<file path="config.mk">
export PLATFORM = sky130hd
export DESIGN_NAME = ero_front
export DESIGN_NICKNAME = d
export VERILOG_FILES = /design/src/rtl/ero_pkg.sv /design/src/rtl/ero_front.sv
export SDC_FILE = /design/constraint.sdc
export NUM_CORES = 1
export LEC_CHECK = 0
export ABC_CLOCK_PERIOD_IN_PS = 11900
export BUFFER_PORTS_ARGS = -buffer_cell sky130_fd_sc_hd__buf_2
export CAP_MARGIN = 10
export CORE_MARGIN = 1.5
export CORE_UTILIZATION = 25
export CTS_CLUSTER_DIAMETER = 200
export DETAILED_ROUTE_END_ITERATION = 10
export PLACE_DENSITY_LB_ADDON = 0.2
export SLEW_MARGIN = 25
export SYNTH_ARGS = -nofsm -noshare
export SYNTH_HDL_FRONTEND = slang
export SYNTH_SLANG_ARGS = --single-unit
export TNS_END_PERCENT = 30
</file>
<file path="constraint.sdc">
create_clock -name clk -period 11.9 [get_ports clk]
set_input_delay 1.19 -clock clk [delete_from_list [all_inputs] [get_ports clk]]
set_output_delay 1.19 -clock clk [all_outputs]
set_load 0.005 [all_outputs]
</file>
<file path="src/rtl/ero_pkg.sv">
// ============================================================================
// Epicycle oscillator package
// Shared types, register codes and helper functions of the oscillator node.
// ============================================================================
package ero_pkg;

    localparam int CFG_IDX_W   = 3;
    localparam int COEF_W      = 16;
    localparam int SUM_W       = 20;
    localparam int TURN_W      = 32;
    localparam int MID_DEPTH   = 2;
    localparam int OUT_DEPTH   = 16;
    localparam int OCC_W       = $clog2(OUT_DEPTH + 1);
    localparam int PIPE_STAGES = 7;
    localparam int NUM_COEFS   = 6;

    typedef enum logic [CFG_IDX_W-1:0] {
        REG_STEP_TARGET = 3'd0,
        REG_START_PHASE = 3'd1,
        REG_COEF_XC     = 3'd2,
        REG_COEF_XS     = 3'd3,
        REG_COEF_YC     = 3'd4,
        REG_COEF_YS     = 3'd5,
        REG_COEF_ZC     = 3'd6,
        REG_COEF_ZS     = 3'd7
    } cfg_reg_t;

    typedef struct packed {
        logic signed [SUM_W-1:0] x;
        logic signed [SUM_W-1:0] y;
        logic signed [SUM_W-1:0] z;
    } vec_t;

    typedef struct packed {
        logic [TURN_W-1:0] turn;
        vec_t              sum;
    } item_t;

    localparam logic [TURN_W-1:0] QUARTER_TURN = 32'h4000_0000;
    localparam logic [16:0] POLY_C1 = 17'd102944;
    localparam logic [15:0] POLY_C3 = 16'd42048;
    localparam logic [12:0] POLY_C5 = 13'd4640;
    localparam logic [16:0] MAG_MAX = 17'd32767;
    localparam logic signed [SUM_W-1:0] SUM_MAX = 20'sh7FFFF;
    localparam logic signed [SUM_W-1:0] SUM_MIN = 20'sh80000;

    // Folds a turn into the first quadrant and returns the Q16 argument.
    function automatic logic [16:0] fold_u(input logic [TURN_W-1:0] t);
        logic [30:0] frac;
        begin
            frac = {1'b0, t[29:0]};
            if (t[30])
            begin
                frac = 31'h4000_0000 - frac;
            end
            return frac[30:14];
        end
    endfunction

    // Clamps a widened sum to the signed output range.
    function automatic logic signed [SUM_W-1:0] sat_sum(input logic [SUM_W:0] v);
        logic signed [SUM_W-1:0] r;
        begin
            if (v[SUM_W] != v[SUM_W-1])
            begin
                r = v[SUM_W] ? SUM_MIN : SUM_MAX;
            end
            else
            begin
                r = v[SUM_W-1:0];
            end
            return r;
        end
    endfunction

endpackage

</file>
<file path="src/rtl/ero_front.sv">
// ============================================================================
// Oscillator front end
// Accepts a transaction, advances the smoothed step and the phase, and
// queues the phase turn with the incoming running sum for the back end.
// ============================================================================
module ero_front #(
    parameter int PHASE_BITS = 24,
    parameter int CFG_W      = 24
) (
    input  logic                               clk,
    input  logic                               rst_n,
    input  logic                               push,
    input  logic signed [ero_pkg::SUM_W-1:0]   in_x,
    input  logic signed [ero_pkg::SUM_W-1:0]   in_y,
    input  logic signed [ero_pkg::SUM_W-1:0]   in_z,
    input  logic                               wr_en,
    input  logic [ero_pkg::CFG_IDX_W-1:0]      wr_index,
    input  logic [CFG_W-1:0]                   wr_data,
    input  logic                               mid_full,
    output logic                               mid_push,
    output ero_pkg::item_t                     mid_item
);

    import ero_pkg::*;

    logic [PHASE_BITS-1:0] step_target_reg, step_target_next;
    logic [PHASE_BITS-1:0] step_now_reg, step_now_next;
    logic [PHASE_BITS-1:0] phase_acc_reg, phase_acc_next;
    logic [PHASE_BITS:0]   step_sum;
    logic [PHASE_BITS-1:0] step_new;
    logic [PHASE_BITS-1:0] phase_new;
    logic                  accept;

    assign accept    = push && !mid_full;
    assign step_sum  = {1'b0, step_now_reg} + {1'b0, step_target_reg};
    assign step_new  = step_sum[PHASE_BITS:1];
    assign phase_new = phase_acc_reg + step_new;

    assign mid_push     = accept;
    assign mid_item.turn = TURN_W'(phase_new) << (TURN_W - PHASE_BITS);
    assign mid_item.sum.x = in_x;
    assign mid_item.sum.y = in_y;
    assign mid_item.sum.z = in_z;

    always_comb
    begin
        step_target_next = step_target_reg;
        step_now_next    = step_now_reg;
        phase_acc_next   = phase_acc_reg;
        if (accept)
        begin
            step_now_next  = step_new;
            phase_acc_next = phase_new;
        end
        if (wr_en && (wr_index == REG_STEP_TARGET))
        begin
            step_target_next = wr_data[PHASE_BITS-1:0];
        end
        if (wr_en && (wr_index == REG_START_PHASE))
        begin
            phase_acc_next = wr_data[PHASE_BITS-1:0];
        end
    end

    always_ff @(posedge clk or negedge rst_n)
    begin
        if (!rst_n)
        begin
            step_target_reg <= '0;
            step_now_reg    <= '0;
            phase_acc_reg   <= '0;
        end
        else
        begin
            step_target_reg <= step_target_next;
            step_now_reg    <= step_now_next;
            phase_acc_reg   <= phase_acc_next;
        end
    end

endmodule

</file>
; ---- Yosys cells after proc, flatten, opt, wreduce, memory -nomap -nowiden
; Index checks and enable logic that the tools add are counted.
; W data, S select, Z words.
[word_totals]
reg_bits = 72
in_bits = 92
[op_classes]
eq_ne = 1
reduce_logical = 6
mux = 2
addsub = 2
[op_table]
columns = op, count
row1 = $mux W24, 2
row2 = $add A24 B24 Y25, 1
row3 = $add A24 B24 Y24, 1
row4 = $eq A3 B1 Y1 const B, 1
row5 = $logic_and A1 B1 Y1, 3
row6 = $logic_not A3 Y1, 1
row7 = $reduce_bool A2 Y1, 1
row8 = $logic_not A1 Y1, 1

; ---- Logic depth before layout (Yosys ltp)
[depth]
word_depth = 4
mapped_depth = 19
mapped_depth_nobuf = 18

; ---- Worst setup path before layout
; OpenSTA, ideal clock, no wires.
[synth_path]
path_kind = flip-flop to output port
from = register step_target_reg[4]
to = output port mid_item[91] (netlist bit)
t_arrival_ns = 3.720
path_slack_ns = 6.990
t_required_ns = 10.710
n_path_buf = 0
path_stages_with_launch = 18
cell_sequence = dfrtp_1 > ha_1 > a21o_1 > a21o_1 > a21oi_1 > and2_1 > nor2_1 > a311o_1 > xor2_1 > ha_1 > a21oi_4 > o21ai_1 > a211o_1 > a221oi_4 > a21oi_2 > or2_4 > xor2_1 > xnor2_1
[synth_lines]
columns = element, line_no
row1 = "start, declared", ero_front.sv:26  ; logic [PHASE_BITS-1:0] step_target_reg, step_target_next;
row2 = "start signal, assigned", ero_front.sv:75  ; step_target_reg <= step_target_next;
row3 = "end, declared", ero_front.sv:21  ; output ero_pkg::item_t mid_item

==> results.json <==
{
  "ys_ff_latch": 72,
  "status": "finished clean",
  "ant_nets": 0,
  "gp_congestion": 0.8116,
  "dr_total_vias": 4458,
  "antenna_cells": 0,
  "worst_setup_path_start_kind": "flip-flop",
  "grt_busiest_layer": "met2",
  "fin_cells": 959,
  "grt.overflow.total": 0,
  "cts_tree": "built",
  "rows": 55,
  "ys_warn_count": 0,
  "synth_area_leaders": "dfrtp_1 31%, ha_1 9.8%, buf_4 8.7%",
  "drcViolationCount": 0,
  "setup_viol": 0,
  "timing.setup.tns_ns": 0,
  "insertion_delay_ns": 0.34,
  "cts_resized": 0,
  "cp-end-kind": "output pin",
  "via_per_inst": 4.649,
  "cap_violations": 0,
  "fin_nets": 781,
  "io_pins": 185,
  "grt_util_met1_pct": 19.08,
  "drt_wl_total_mm": 16.10,
  "synth_commonest_cells": "99 x nand2_1, 72 x dfrtp_1, 68 x buf_4",
  "max_freq_mhz": 173.8,
  "grt_util_met3_pct": 2.667,
  "multiInputGateArea_mm2": 0.003428,
  "crit_path_max_fanout": 6,
  "drv_slew": 0,
  "grt_pass1_vias": 4542,
  "htreeDepth": 3,
  "antenna_found_initial": 0,
  "hold_buffers": 0,
  "yosysMostFrequentCell": "nand2_1",
  "root_buffer": "clkbuf_16",
  "fin_crit_ns": 5.752,
  "synth_top_cell_by_area": "dfrtp_1",
  "fillers": 2502,
  "seq_area_mm2": 0.001802,
  "syn_to_final_growth_pct": 7.257,
  "clock_path_buffers": 2,
  "synthDistinctLibCells": 65,
  "crit_arrival_ns": 4.56,
  "dp_hpwl_mm": 11.90,
  "core-area_mm2": 0.02285,
  "wl_per_cell_um": 16.79,
  "whs_ns": 0.4810,
  "initial_utilization_pct": 25.66,
  "synthesis.instances": 655,
  "cts_sinks": 72,
  "async_flop_share_pct": 100.0,
  "finClkSkew_ns": 0.004966,
  "synth_edf_count": 0,
  "grt_max_degree": 73,
  "syn_avg_cell_area_um2": 8.949,
  "dr.pass1.iters": 4,
  "fp.dieW_um": 156.1,
  "rsz0062_at_grt": "false",
  "yosysTopAreaCellShare_pct": 30.74,
  "cts_buffers": 9,
  "fin_crit_sh_pct": 48.34,
  "clkTransAtPathRegs_ns": 0.06,
  "synth_area_mm2": 0.005862,
  "die-height_um": 156.1,
  "crit_type": "flip-flop to output pin",
  "drive_gt1_share_pct": 20.12,
  "tightest_slew_ns": 0.9899,
  "grt_pass1_wl_mm": 25.50,
  "grt_use_total_pct": 13.83,
  "port_buffers": 56,
  "ys_seq_area_share_pct": 30.74,
  "cp.required_ns": 10.71,
  "hold_viol_final": 0,
  "maxSlewHeadroom_pct": 34.00,
  "die_area_mm2": 0.02438,
  "drt_iter0_drc": 171,
  "cts_setup_buffers": 0,
  "min_path_type": "flip-flop to flip-flop",
  "use_met2_pct": 21.38,
  "dp_cells": 943,
  "final_core_util_pct": 27.52,
  "synth_ff_type": "dfrtp_1"
}
-- cell families after synthesis --
family                     Yosys count  share of synthesized area [%]
AOI/OAI and AO/OA                  146                          18.12
muxes                               38                          7.279
xor gates and xnor gates            43                          6.425
other                                1                        0.06397
DFF                                 72                          30.74
adders and majority gates           48                          10.50
buffers and inverters              105                          11.40
and+or+nand+nor                    202                          15.48
-- final cells by class --
type	count	share of cell area [%]
multi-input combinational	485	54.53
sequential	72	28.66
tap	313	6.229
timing repair buffer	60	5.035
clock buffer	13	4.139
inverter	13	0.7761
clock inverter	3	0.6368
-- cell usage in the layout (no fill, tap or decap), types with 9 or more instances in the layout --
cell type / Yosys / layout
nor2_1: 29 / 28
nand4_1: 9 / 9
o21ai_1: 9 / 9
a21oi_1: 43 / 43
ha_1: 46 / 46
xor2_1: 16 / 16
nand3_1: 27 / 26
a21o_1: 19 / 19
dfrtp_1: 72 / 72
clkbuf_16: 0 / 9
inv_1: 13 / 12
nand2_1: 99 / 99
a31oi_1: 15 / 15
o21ai_0: 13 / 13
mux2_2: 33 / 33
xnor2_1: 27 / 27
buf_2: 3 / 55
-- stage by stage --
stage               setup slack [ns]  instance area, um^2
floorplan                      6.990                 5888
global placement               6.541                 5983
detailed placement             6.526                 5983
CTS                            6.132                 6284
global route                   5.897                 6287
finish                         6.148                 6287
-- worst max-delay path, stage by stage (launching register included) --
cell and delay [ns]:
dfrtp_1 0.38, ha_1 0.36, a21o_1 0.19, a21o_1 0.18
a21oi_1 0.19, and2_1 0.19, nor2_1 0.09, a311o_1 0.37
xor2_1 0.16, ha_1 0.40, a21oi_4 0.16, o21ai_1 0.09
a211o_1 0.34, a221oi_4 0.26, a21oi_2 0.11, or2_4 0.25
xor2_1 0.15, xnor2_1 0.19, buf_2 0.15
-- path summary, 6_finish.rpt --
path	start	end	slack [ns]	cells after the start
setup / recovery	step_target_reg[4]	mid_item[91]	6.15	18
hold / removal	step_now_reg[17]	step_now_reg[17]	0.48	2
setup reg to reg	step_target_reg[4]	phase_acc_reg[23]	7.59	17
hold reg to reg	step_now_reg[17]	step_now_reg[17]	0.48	2
max in group asynchronous	rst_n	step_now_reg[20]	10.53	1
min in group asynchronous	rst_n	step_target_reg[8]	0.88	1
-- per-layer routing --
metal	up-vias	part of all wire [%]
met5	-	0
met3	14	4.0
met1	2149	50
li1	2215	-
met2	80	44
met4	0	1.5
Power is not shown: default switching activity piles up to over one toggle a cycle in this logic, so the estimate is an artifact.
