[config.mk]
export PLATFORM = sky130hd
export DESIGN_NAME = ero_fifo
export DESIGN_NICKNAME = d
export VERILOG_FILES = /design/src/rtl/ero_fifo.sv
export SDC_FILE = /design/constraint.sdc
export NUM_CORES = 1
export LEC_CHECK = 0
export BUFFER_PORTS_ARGS = -buffer_cell sky130_fd_sc_hd__clkbuf_2
export CORE_ASPECT_RATIO = 1.4
export CORE_UTILIZATION = 50
export CTS_CLUSTER_SIZE = 10
export DETAILED_ROUTE_END_ITERATION = 10
export PLACE_DENSITY = 0.8
export SLEW_MARGIN = 10
export SYNTH_ARGS = -nofsm -noshare
export SYNTH_HDL_FRONTEND = slang
export SYNTH_SLANG_ARGS = --single-unit
[constraint.sdc]
create_clock -name clk -period 1.75 [get_ports clk]
set_input_delay 0.175 -clock clk [delete_from_list [all_inputs] [get_ports clk]]
set_output_delay 0.175 -clock clk [all_outputs]
set_load 0.05 [all_outputs]
[src/rtl/ero_fifo.sv]
// ============================================================================
// Register queue
// Small first-in first-out queue built from flip-flops, head read directly.
// ============================================================================
module ero_fifo #(
    parameter int WIDTH = 8,
    parameter int DEPTH = 4
) (
    input  logic             clk,
    input  logic             rst_n,
    input  logic             push,
    input  logic [WIDTH-1:0] wr_data,
    output logic             full,
    input  logic             pop,
    output logic [WIDTH-1:0] rd_data,
    output logic             empty
);

    localparam int AW = (DEPTH > 1) ? $clog2(DEPTH) : 1;
    localparam int CW = $clog2(DEPTH + 1);

    logic [WIDTH-1:0] mem_reg [DEPTH];
    logic [AW-1:0]    wr_ptr_reg, wr_ptr_next;
    logic [AW-1:0]    rd_ptr_reg, rd_ptr_next;
    logic [CW-1:0]    count_reg, count_next;
    logic             do_push;
    logic             do_pop;

    assign full    = (count_reg == CW'(DEPTH));
    assign empty   = (count_reg == '0);
    assign do_push = push && !full;
    assign do_pop  = pop && !empty;
    assign rd_data = mem_reg[rd_ptr_reg];

    always_comb
    begin
        wr_ptr_next = wr_ptr_reg;
        rd_ptr_next = rd_ptr_reg;
        count_next  = count_reg;
        if (do_push)
        begin
            wr_ptr_next = (wr_ptr_reg == AW'(DEPTH - 1)) ? '0 : wr_ptr_reg + 1'b1;
        end
        if (do_pop)
        begin
            rd_ptr_next = (rd_ptr_reg == AW'(DEPTH - 1)) ? '0 : rd_ptr_reg + 1'b1;
        end
        if (do_push && !do_pop)
        begin
            count_next = count_reg + 1'b1;
        end
        else if (do_pop && !do_push)
        begin
            count_next = count_reg - 1'b1;
        end
    end

    always_ff @(posedge clk or negedge rst_n)
    begin
        if (!rst_n)
        begin
            wr_ptr_reg <= '0;
            rd_ptr_reg <= '0;
            count_reg  <= '0;
        end
        else
        begin
            wr_ptr_reg <= wr_ptr_next;
            rd_ptr_reg <= rd_ptr_next;
            count_reg  <= count_next;
        end
    end

    always_ff @(posedge clk)
    begin
        if (do_push)
        begin
            mem_reg[wr_ptr_reg] <= wr_data;
        end
    end

endmodule

### Yosys cells after proc, flatten, opt, wreduce, memory -nomap -nowiden

Memory sizes are Yosys's and may differ from the RTL's.
Cells that the tools add are included.

* bits in registers: 7
* bits in writable memories: 32
* input port bits: 12
* output and inout port bits: 10
* word-level logic and storage cells: 27
* memories kept: 1

Memory list
* mem_reg: depth 4, width 8, rd ports 1, clocked after Yosys merged registers in 0, write ports 1, line 22 `logic [WIDTH-1:0] mem_reg [DEPTH];`

* $add $sub $neg: 4
* equality and inequality tests: 3
* mux-type cells: 6
* reductions and logical operators: 10

Operators with widths (number)
* $mux 3: 2
* $add 2x1->2 const B: 2
* $eq 2x2->1 const B: 2
* $logic_and 1x1->1: 4
* $logic_not 1->1: 4
* $mux 2: 2
* $add 3x1->3 const B: 1
* $eq 3x3->1 const B: 1
* $logic_not 3->1: 1
* $sub 3x1->3 const B: 1
* $mux 1: 2
* $reduce_bool 2->1: 1

### Longest topological paths before layout

Gate-level depths: netlist of the first run.

* word-level depth: 7
* depth in mapped cells: 9

### Worst setup path before layout of the first run

OpenSTA, ideal clock, no wires.

* path kind: flip-flop to flip-flop
* start: register count_reg[0]
* end: register count_reg[2]
* setup time: 79 ps
* arrival time: 2912 ps
* data required time: 1671 ps
* slack: -1241 ps
* cell stages (with the launch flop): 9
* cell sequence: dfrtp_1 -> nor3_1 -> nand2b_4 -> ha_1 -> inv_1 -> fa_1 -> xor2_1 -> nor2_1 -> xor2_1

* longest elaborated chain between the ends: 6
* elaborated cells between the ends (all ways): 15
* those cells by class: add/sub: 2; eq/ne: 1; mux: 2; reduce/logical: 10

Ends and longest elaborated chain
* start, declared: line 25 `logic [CW-1:0] count_reg, count_next;`
* start signal, assigned: line 70 `count_reg <= count_next;`
* $logic_not 3->1 *: line 30 `assign empty = (count_reg == '0);`
* net empty: line 16 `output logic empty`
* $logic_not 1->1 *: line 32 `assign do_pop = pop && !empty;`
* $logic_and 1x1->1 *: line 32
* $logic_not 1->1: line 48 `if (do_push && !do_pop)`
* $logic_and 1x1->1: line 48
* $mux 3 or $reduce_bool 2->1 (tied branches)

The timed path passes the listed nets; every way through them passes the cells marked *. The select of a mux whose other input is x is not followed.
A chain may end at the register's enable or synchronous reset.

### Worst setup path in the final report of the first run

* start: register count_reg[2]
* end: register count_reg[2]

* longest elaborated chain between the ends: 6
* elaborated cells between the ends (all ways): 15
* those cells by class: add/sub: 2; eq/ne: 1; mux: 2; reduce/logical: 10

Ends and longest elaborated chain
* branches (longest 6 deep; another with $sub 3x1->3)

Parallel ways; which one is timed is not known. The select of a mux whose other input is x is not followed.

==> results.md, run 1 <==
- The run finished, with violations left.
- The final reports fail on setup timing.
- The count of endpoints failing hold in the final timing report is 0.
- The number of antenna violations at the first check in global routing is 0.
- The global-route wire length before repair is about 4.3 mm.
- OpenSTA, run right after detailed placement, puts the worst setup slack at -0.0936 ns.
- The largest area contributor in the netlist is edfxtp_1.
- The violation count after the first detailed-routing iteration is 15.
- Counting both buffers and inverters, the worst setup path holds a total of 1.
- The number of antenna diodes in the final layout is 0.
- The number of standard cells in the layout, taps in and fillers out is 155.
- The leftover overflow at the end of global routing is 0.
- In the routed design, unresolved DRC markers number 0.
- Net switching is 38.3% of the power.
- At the later pin of the worst-skew pair, clock insertion delay measures 0.28 ns.
- Setup repair after global routing could not meet its margin everywhere.
- The Yosys step of the flow raised 0 warnings.
- For this run, the register share of the synthesized area comes to roughly 70%.
- In this design, the critical path's most frequently occurring cell is xor2_1.
- The power density over the cells is about 1900 nW/um2.
- The fmax is roughly 550 MHz.
- The fraction of layout instances using a drive strength above 1 is 53.4%.
- The count of buffers inserted at the top-level ports is 21.
- Ranked by total cell area, the synthesized netlist is headed by edfxtp_1 59%, mux4_2 11%, dfrtp_1 11%, ha_1 4.6%, mux2_2 2.1%.
- The number of ports placed on the die boundary is 22.
- In this run the worst path has a maximum fanout of 3.
- Clock-pin slew was measured on the worst setup and hold paths at 0.07 ns.
- Entering global routing, the biggest net connects 12 pins.
- The endpoint of the worst register-to-register path is count_reg[2].
- In the synthesized netlist, the cells that appear most often are 32 x edfxtp_1, 8 x mux4_2, 7 x dfrtp_1, 6 x ha_1, 4 x and2_2.
- The combinational group share of total power is 46.2%.
- Across all hold checks on the routed design, the worst slack comes to 0.111 ns.
- No sink is reached through more buffers than the 2 on the longest clock path.
- The start point of the worst hold path is wr_data[2].
- Compared with the post-synthesis result, the final layout area differs by 21.8%.
- The arrival time of data at the critical path endpoint is between 2 and 2.5 ns.
- The startpoint identified for the worst register-to-register timing path is count_reg[2].
- Of the total power, the clock network draws ~15%.
- The flip-flop cell with the highest count after synthesis is edfxtp_1.
- When the netlist entered floorplanning its net count stood at 98.
- The worst relative slew slack is 70.8%.
- The worst path in the final design needs a cycle of 1.80 ns, including I/O delays and setup.
- Routability-driven placement finished with a final weighted congestion of around 0.70.
- The cell count after synthesis is between 70 and 80.
- The mapped netlist covers 1620 um2.
- The die area is 3480 um2.
- The synthesized design contains 32 enable-type register cells.
- For this design, the slowest cell found on the critical path is dfrtp_1.
- The average cell area after synthesis is between 20 and 25 um2.
- The die boundary height is 69.4 um.
- The worst min-delay path endpoint is mem_reg[0][2].
- Using the TritonRoute via totals, the vias-per-cell ratio works out to 5.21.
- In this run the number of H-tree levels came out at 2.
- The analysis attributes to cell leakage a power of 0.758 nW.
- Counting cells, the worst reg-to-reg path comes to 8.
- The net count reported at finish is 134.
- The number of global-route vias before repair is 922.
- The reported max-cap violation count is 0.
- The horizontal die dimension is 50.1 um.
- The mean routed wirelength per cell is 16.7 um.
- After legalization and detailed placement, the total HPWL measured between 1.5 and 2 mm.
- The final routed wirelength across all metal layers is 2.59 mm.
- After floorplanning, the core was divided into 24 placement rows.
- The final setup violation count is 2.
- The internal portion of total power is 2.30 mW.
- The type of element launching the critical path is a register.
- The clock tree root driver cell is clkbuf_8.
- The final cell area excluding filler cells is 1970 um2.
- The category of the critical setup timing path is register to register.
- Registers are responsible for 38.9% of the overall power.
- The final critical-path share of the clock period is 103%.
- The clock tree from TritonCTS is built.
- The count of nets left with antenna violations once routing finished came out at 0.
- Along the worst hold path, the cell count comes to 1.
- Across the VDD grid, the largest voltage drop is 1.05 mV.
- Across all setup checks in the final design, the least slack found is -0.0536 ns.
- The post-synthesis sequential element count is 39.
- Cells fill ~64% of the core in the end.
- At the worst endpoint, the required time is 1.96 ns.
- The worst setup path is captured at a register.
- For the final database, setup skew stands at 0.00321 ns.
- On the worst path, the slowest cell contributes a delay of between 0.4 and 0.5 ns.
- Yosys instantiated no cell more often than edfxtp_1.
- The total global routing track utilization is 17.7%.
- The total placed instance area is 1840 um2.
- The area share of the largest cell type after synthesis is about 59%.
- The standard cell core area is 3090 um2.
- In this run the register-to-register setup slack is -0.05 ns.
- The post-synthesis cell type count is 19.
- The total clock buffers created by CTS is 5.
- The signal on the critical path passes through nor3_4, nand2b_4, ha_4, inv_2, fa_2, xor2_1, nor2_1, xor2_1.
- The largest delay contributor family on the critical path is simple AND/OR/NAND/NOR gates.
- For this run, the detailed router's first-pass iteration total came to 4.
- The register with the most flip-flops in the layout has 32 of them.
- Including well taps, the total number of placed cells is 143.
- Of all flip-flops after synthesis, the portion carrying an async set or reset was around 18%.
- The initial cell density of the core is 52.4%.
- The final count of pins violating max slew is 0.
- For the pin with the worst max-slew slack, the measured transition is 0.438 ns.
- Clock tree synthesis found a total of 39 sinks.
- The switching power total is 1.43 mW.
- The tightest min-delay check is of the input port to register type.
- The overall via count from detail_route is 807.
==> power groups by stage <==
stage	sequential, mW	clock [mW]	combinational, mW
after global routing	1.47	0.591	1.85
after global placement	1.44	0	1.58
final	1.45	0.555	1.72
after detailed placement	1.47	0	1.63
after CTS	1.45	0.563	1.66
after floorplan	1.39	0	1.27
==> kinds of logic (layout without fill, tap and decap cells) <==
kind of cell,after synthesis,in the layout,share of synthesized area [%]
xor+xnor,3,3,1.62
buf+inv,6,43,1.93
fa+ha+maj,7,7,5.87
mux,13,13,15.1
simple gates,11,11,5.41
flops,39,39,70.1
==> layout by cell type (no fill, tap or decap) <==
cell type	instances
nor2_1	3
dfrtp_2	2
dlygate4sd3_1	1
nor3b_4	1
clkbuf_8	5
ha_1	5
inv_2	1
mux2_4	2
buf_12	1
mux4_2	8
nand2b_4	1
xnor2_1	1
nor3_4	1
edfxtp_1	32
buf_4	12
buf_2	5
and2_4	4
mux2_2	3
fa_2	1
clkbuf_2	13
xor2_1	2
dfrtp_1	5
nor2b_2	1
inv_1	2
clkbuf_1	3
ha_4	1
==> per-layer routing <==
metal,wire length [um],global-route usage (%),part of all wire (%),up-vias
li1,-,-,-,374
met1,1010,17.5,39,413
met2,1470,31.4,57,18
met3,92,5.92,3.6,2
met4,21,8.89,0.81,0
met5,0,0,0,-
==> worst max-delay path by stage <==
stage                             from      endpoint  slack, ns  depth (start not counted)
after CTS                 count_reg[2]  count_reg[2]      -0.06                          8
after floorplan           count_reg[0]  count_reg[1]      -0.45                          7
after global routing      count_reg[2]  count_reg[2]      -0.13                          8
after detailed placement  count_reg[2]  count_reg[2]      -0.09                          8
after global placement    count_reg[2]  count_reg[2]      -0.01                          8
final                     count_reg[2]  count_reg[2]      -0.05                          8
==> layout make-up <==
class | count | area, um2
multi-input cells | 34 | 484
well taps | 39 | 48.8
inverters | 3 | 11.3
clock buffers | 8 | 80.1
fillers | 215 | 1120
flip-flops and latches | 39 | 1140
repair buffers | 32 | 210
==> through the flow <==
| stage | total power [mW] | TNS (ns) |
|---|---|---|
| 2_1_floorplan | 2.67 | -0.874 |
| 3_3_place_gp | 3.02 | -0.00973 |
| 3_5_place_dp | 3.10 | -0.153 |
| 4_1_cts | 3.67 | -0.111 |
| 5_1_grt | 3.91 | -0.247 |
| 6_report | 3.72 | -0.103 |
==> what timing repair did <==
| item | 4_1_cts | 5_1_grt |
|---|---|---|
| setup endpoints to repair | 3 | 10 |
| pin swaps | 2 | 0 |
| resized for setup | 3 | 16 |
| setup buffers | 1 | 2 |
| hold buffers | 1 | 0 |
| hold endpoints to repair | 7 | 0 |
Power figures use the tool's default switching activity.
==> run 2: changes to the inputs <==
--- a/config.mk
+++ b/config.mk
@@ -5,11 +5,13 @@
 export SDC_FILE = /design/constraint.sdc
 export NUM_CORES = 1
 export LEC_CHECK = 0
+export ABC_AREA = 1
 export BUFFER_PORTS_ARGS = -buffer_cell sky130_fd_sc_hd__clkbuf_2
 export CORE_ASPECT_RATIO = 1.4
-export CORE_UTILIZATION = 50
+export CORE_UTILIZATION = 51
 export CTS_CLUSTER_SIZE = 10
 export DETAILED_ROUTE_END_ITERATION = 10
+export MAX_ROUTING_LAYER = met4
 export PLACE_DENSITY = 0.8
 export SLEW_MARGIN = 10
 export SYNTH_ARGS = -nofsm -noshare
==> results.md, run 2 <==
- The fraction of synthesized area in multiplexers is 0%.
- Counting flops with an async set or reset pin after synthesis yields a share of 17.9%.
- Once placement completed, the tool counted placed cells totaling 219.
- The number of antenna violations at the first check in global routing is 0.
- The final antenna diode count is 0.
- The most used flip-flop cell after synthesis is edfxtp_1.
- The count of fill cells added during filler insertion is 251.
- Setup slack on the worst reg-to-reg path comes out at 0.01 ns.
- The static leakage power is 0.935 nW.
- For this block, the initial DRC count from the detailed router was 33.
- Entering global routing, the biggest net connects 20 pins.
- The overall via count from detail_route is between 1000 and 1500.
- The fmax is between 500 and 600 MHz.
- Yosys mapped a number of flops with a built-in enable equal to 32.
- The die boundary height is 71.5 um.
- The final count of pins violating max slew is 0.
- Leaving out fill and tap cells, the most frequent cells in the layout are 37 x nand2_1, 32 x edfxtp_1, 29 x inv_1, 21 x clkbuf_2, 15 x o211ai_1.
- The final routed wirelength across all metal layers is 3.14 mm.
- In the synthesized netlist, the number of instances is 154.
- The mean routed wirelength per cell is 13.6 um.
- On the final layout, the worst hold slack is 0.0874 ns.
- The global placer's final weighted congestion is 0.793.
- The detailed-route vias per instance is 5.11.
- The area share of the largest cell type after synthesis is between 50 and 60%.
- The worst setup path is launched from a register.
- The post-synthesis cell type count is 16.
- The average instance in the mapped netlist occupies 11.4 um2.
- After clock tree synthesis, the clock-pin slew on the worst setup and hold paths is 0.08 ns.
- The worst path required time is 1.94 ns.
- After synthesis, the largest family of logic cells by area is simple AND/OR/NAND/NOR gates.
- Among all cell types in the netlist, the one instantiated most often is nand2_1.
- In this run the tightest slew margin relative to its limit is 79.6%.
- The adder-cell share of the synthesized area is 5.41%.
- The worst supply voltage drop on vdd is roughly 1.3 mV.
- After synthesis, the cell types taking the most area are edfxtp_1 55%, dfrtp_1 10%, nand2_1 8.1%, inv_1 6.6%, o211ai_1 6.4%.
- The simple-gate share of the synthesized area is 12.1%.
- The post-synthesis sequential area ratio is ~65%.
- The initial cell density of the core is 54.8%.
- The commonest cells after synthesis are 38 x nand2_1, 32 x edfxtp_1, 31 x inv_1, 15 x o211ai_1.
- The first global-routing pass estimated 5.16 mm of wire.
- The number of global-route vias before repair was 1180.
- The net count reported at finish is 209.
- The sink count of the clock tree is 39.
- The number of standard cells in the layout, taps in and fillers out is 230.
- Counting along the longest clock path gives a buffer depth of 2.
- Of the cells placed in the final design, the portion with a size suffix greater than 1 is between 20% and 30%.
- In this run the number of H-tree levels came out at 2.
- The floorplan step defined a die boundary enclosing 3690 um2.
- Global routing finished with a remaining overflow of 0.
- Between clock sinks in the finished design, the worst skew comes to about 0.0091 ns.
- The largest area contributor in the netlist is edfxtp_1.
- After layout, the worst path uses a little under 100% of the clock period.
- The compound-cell area share of the yosys netlist is 7.40%.
- After synthesis the cells add up to 1760 um2.
- The later pin in the worst-skew pair is clocked with a latency of 0.30 ns.
- Measured along the x axis, the die boundary spans between 50 and 60 um.
- The clock period could shrink to 1.74 ns.
- The XOR/XNOR share of the synthesized area is 0.498%.
- The net count after synthesis is 173.
- Once detail routing completed, the nets flagged for antenna violations numbered 0.
- Global routing used 20.7% of the available tracks across all layers.
- In the final timing run, aggregate negative setup slack is 0 ns.
- The placed wire-length estimate after detailed placement is 2.19 mm.
- The area added between synthesis and finish is 17.3%.
- The count of endpoints failing hold in the final timing report is 0.
- The standard cell core area is 3210 um2.
- In this run the worst hold path is classified as input port to register.
- The tree is rooted in a clkbuf_8.
- The library cell used most frequently in the layout, excluding fill and tap cells, is nand2_1.
- The slew at the pin closest to its max-slew limit is approximately 0.31 ns.
- The power density over the cells is 1870 nW/um2.
- The count of buffers inserted at the top-level ports is 21.
- The floorplan has 24 rows.
- Cells fill approximately 64% of the core in the end.
- Yosys printed 0 warnings.
- The number of flip-flops under the largest register name is 32.
- The count of unresolved DRC violations after routing is 0.
- Across the run, the number of max-cap violations was 0.
- 22 I/O pins were placed.
- TritonCTS created 5 clock buffers.
- The clock tree from TritonCTS is built.
- The element type at the critical path end is a register.
- At the worst endpoint, the arrival time is roughly 1.9 ns.
- In this run the cell area measured after placement is a little under 2000 um2.
- Along the worst path, the maximum fanout reaches 3.
- The synthesized design contains 39 register bits.
- The pre-antenna-repair detailed-routing pass consisted of 4 iterations.
- The final setup violation count is 0.
- After routing the design area is 2060 um2.
- The critical path in this run is classified as register to register.
- The run finished with clean final reports.
==> run 2: cell count changes in the layout (fill, tap and decap cells not counted), sizes merged, moves of 3 or more <==
cell	delta
nand3	+7
buf	-6
o211ai	+16
inv	+29
mux4	-8
mux2	-5
nor2	+3
clkbuf	+5
nand2	+39
and2	-4
==> run 2: through the flow <==
stage	total power [mW]	setup WS (ns)
after floorplan	2.79	0.0569
after global placement	3.11	0.131
after detailed placement	3.21	0.0126
after CTS	3.82	0.00303
after global routing	4.12	-0.0517
final	3.86	0.0120
==> run 2: worst max-delay path, cell delays in order, from the launching register on <==
cell and delay, ns:
dfrtp_1 0.42, inv_2 0.08, nand3_2 0.10, nand2_2 0.09
ha_2 0.19, inv_1 0.07, fa_2 0.34, nand2_1 0.11
nand3_1 0.09, nand2_1 0.09, nand2_1 0.06
==> run 2: metal layers <==
metal / GRT usage, % / part of all wire [%] / vias up
li1: - / - / 578
met2: 33.3 / 53 / 17
met4: 11.1 / 2.3 / 0
met3: 6.37 / 3.3 / 8
met1: 22.5 / 41 / 573
met5: - / 0 / -
==> run 2: cell families after synthesis <==
family / Yosys count
AO/OA/AOI/OAI: 17
flip-flops: 39
adder cells (fa/ha/maj): 7
buffers and inverters: 37
XOR/XNOR: 1
AND/OR/NAND/NOR: 53
==> run 2: path summary, 6_finish.rpt <==
| kind | end | depth (start not counted) | from |
|---|---|---|---|
| min reg2reg | wr_ptr_reg[1] | 2 | wr_ptr_reg[1] |
| max in group asynchronous | count_reg[0] | 2 | rst_n |
| min | mem_reg[1][3] | 1 | wr_data[3] |
| min in group asynchronous | count_reg[1] | 2 | rst_n |
| max reg2reg | count_reg[2] | 10 | count_reg[2] |
| max | count_reg[2] | 10 | count_reg[2] |
==> run 2: power breakdown <==
part	switching (mW)	internal, mW	leakage, nW
registers	0.101	1.25	0.378
clock network	0.320	0.277	0.0402
logic	1.35	0.569	0.517
==> run 2: cell type report <==
type,count,area [um2],area share [%]
clock inverters,3,20.0,0.970
repair buffers,34,205,9.95
flip-flops and latches,39,1140,55.1
well taps,39,48.8,2.37
clock buffers,5,68.8,3.34
inverters,32,120,5.82
multi-input cells,78,464,22.5
==> run 2: repair_timing <==
| action | 4_1_cts | 5_1_grt |
|---|---|---|
| endpoints found under the hold margin | 7 | 0 |
| endpoints found under the setup margin | 1 | 2 |
| gates resized for setup | 0 | 8 |
| hold buffers | 1 | 0 |
| setup buffers | 1 | 1 |
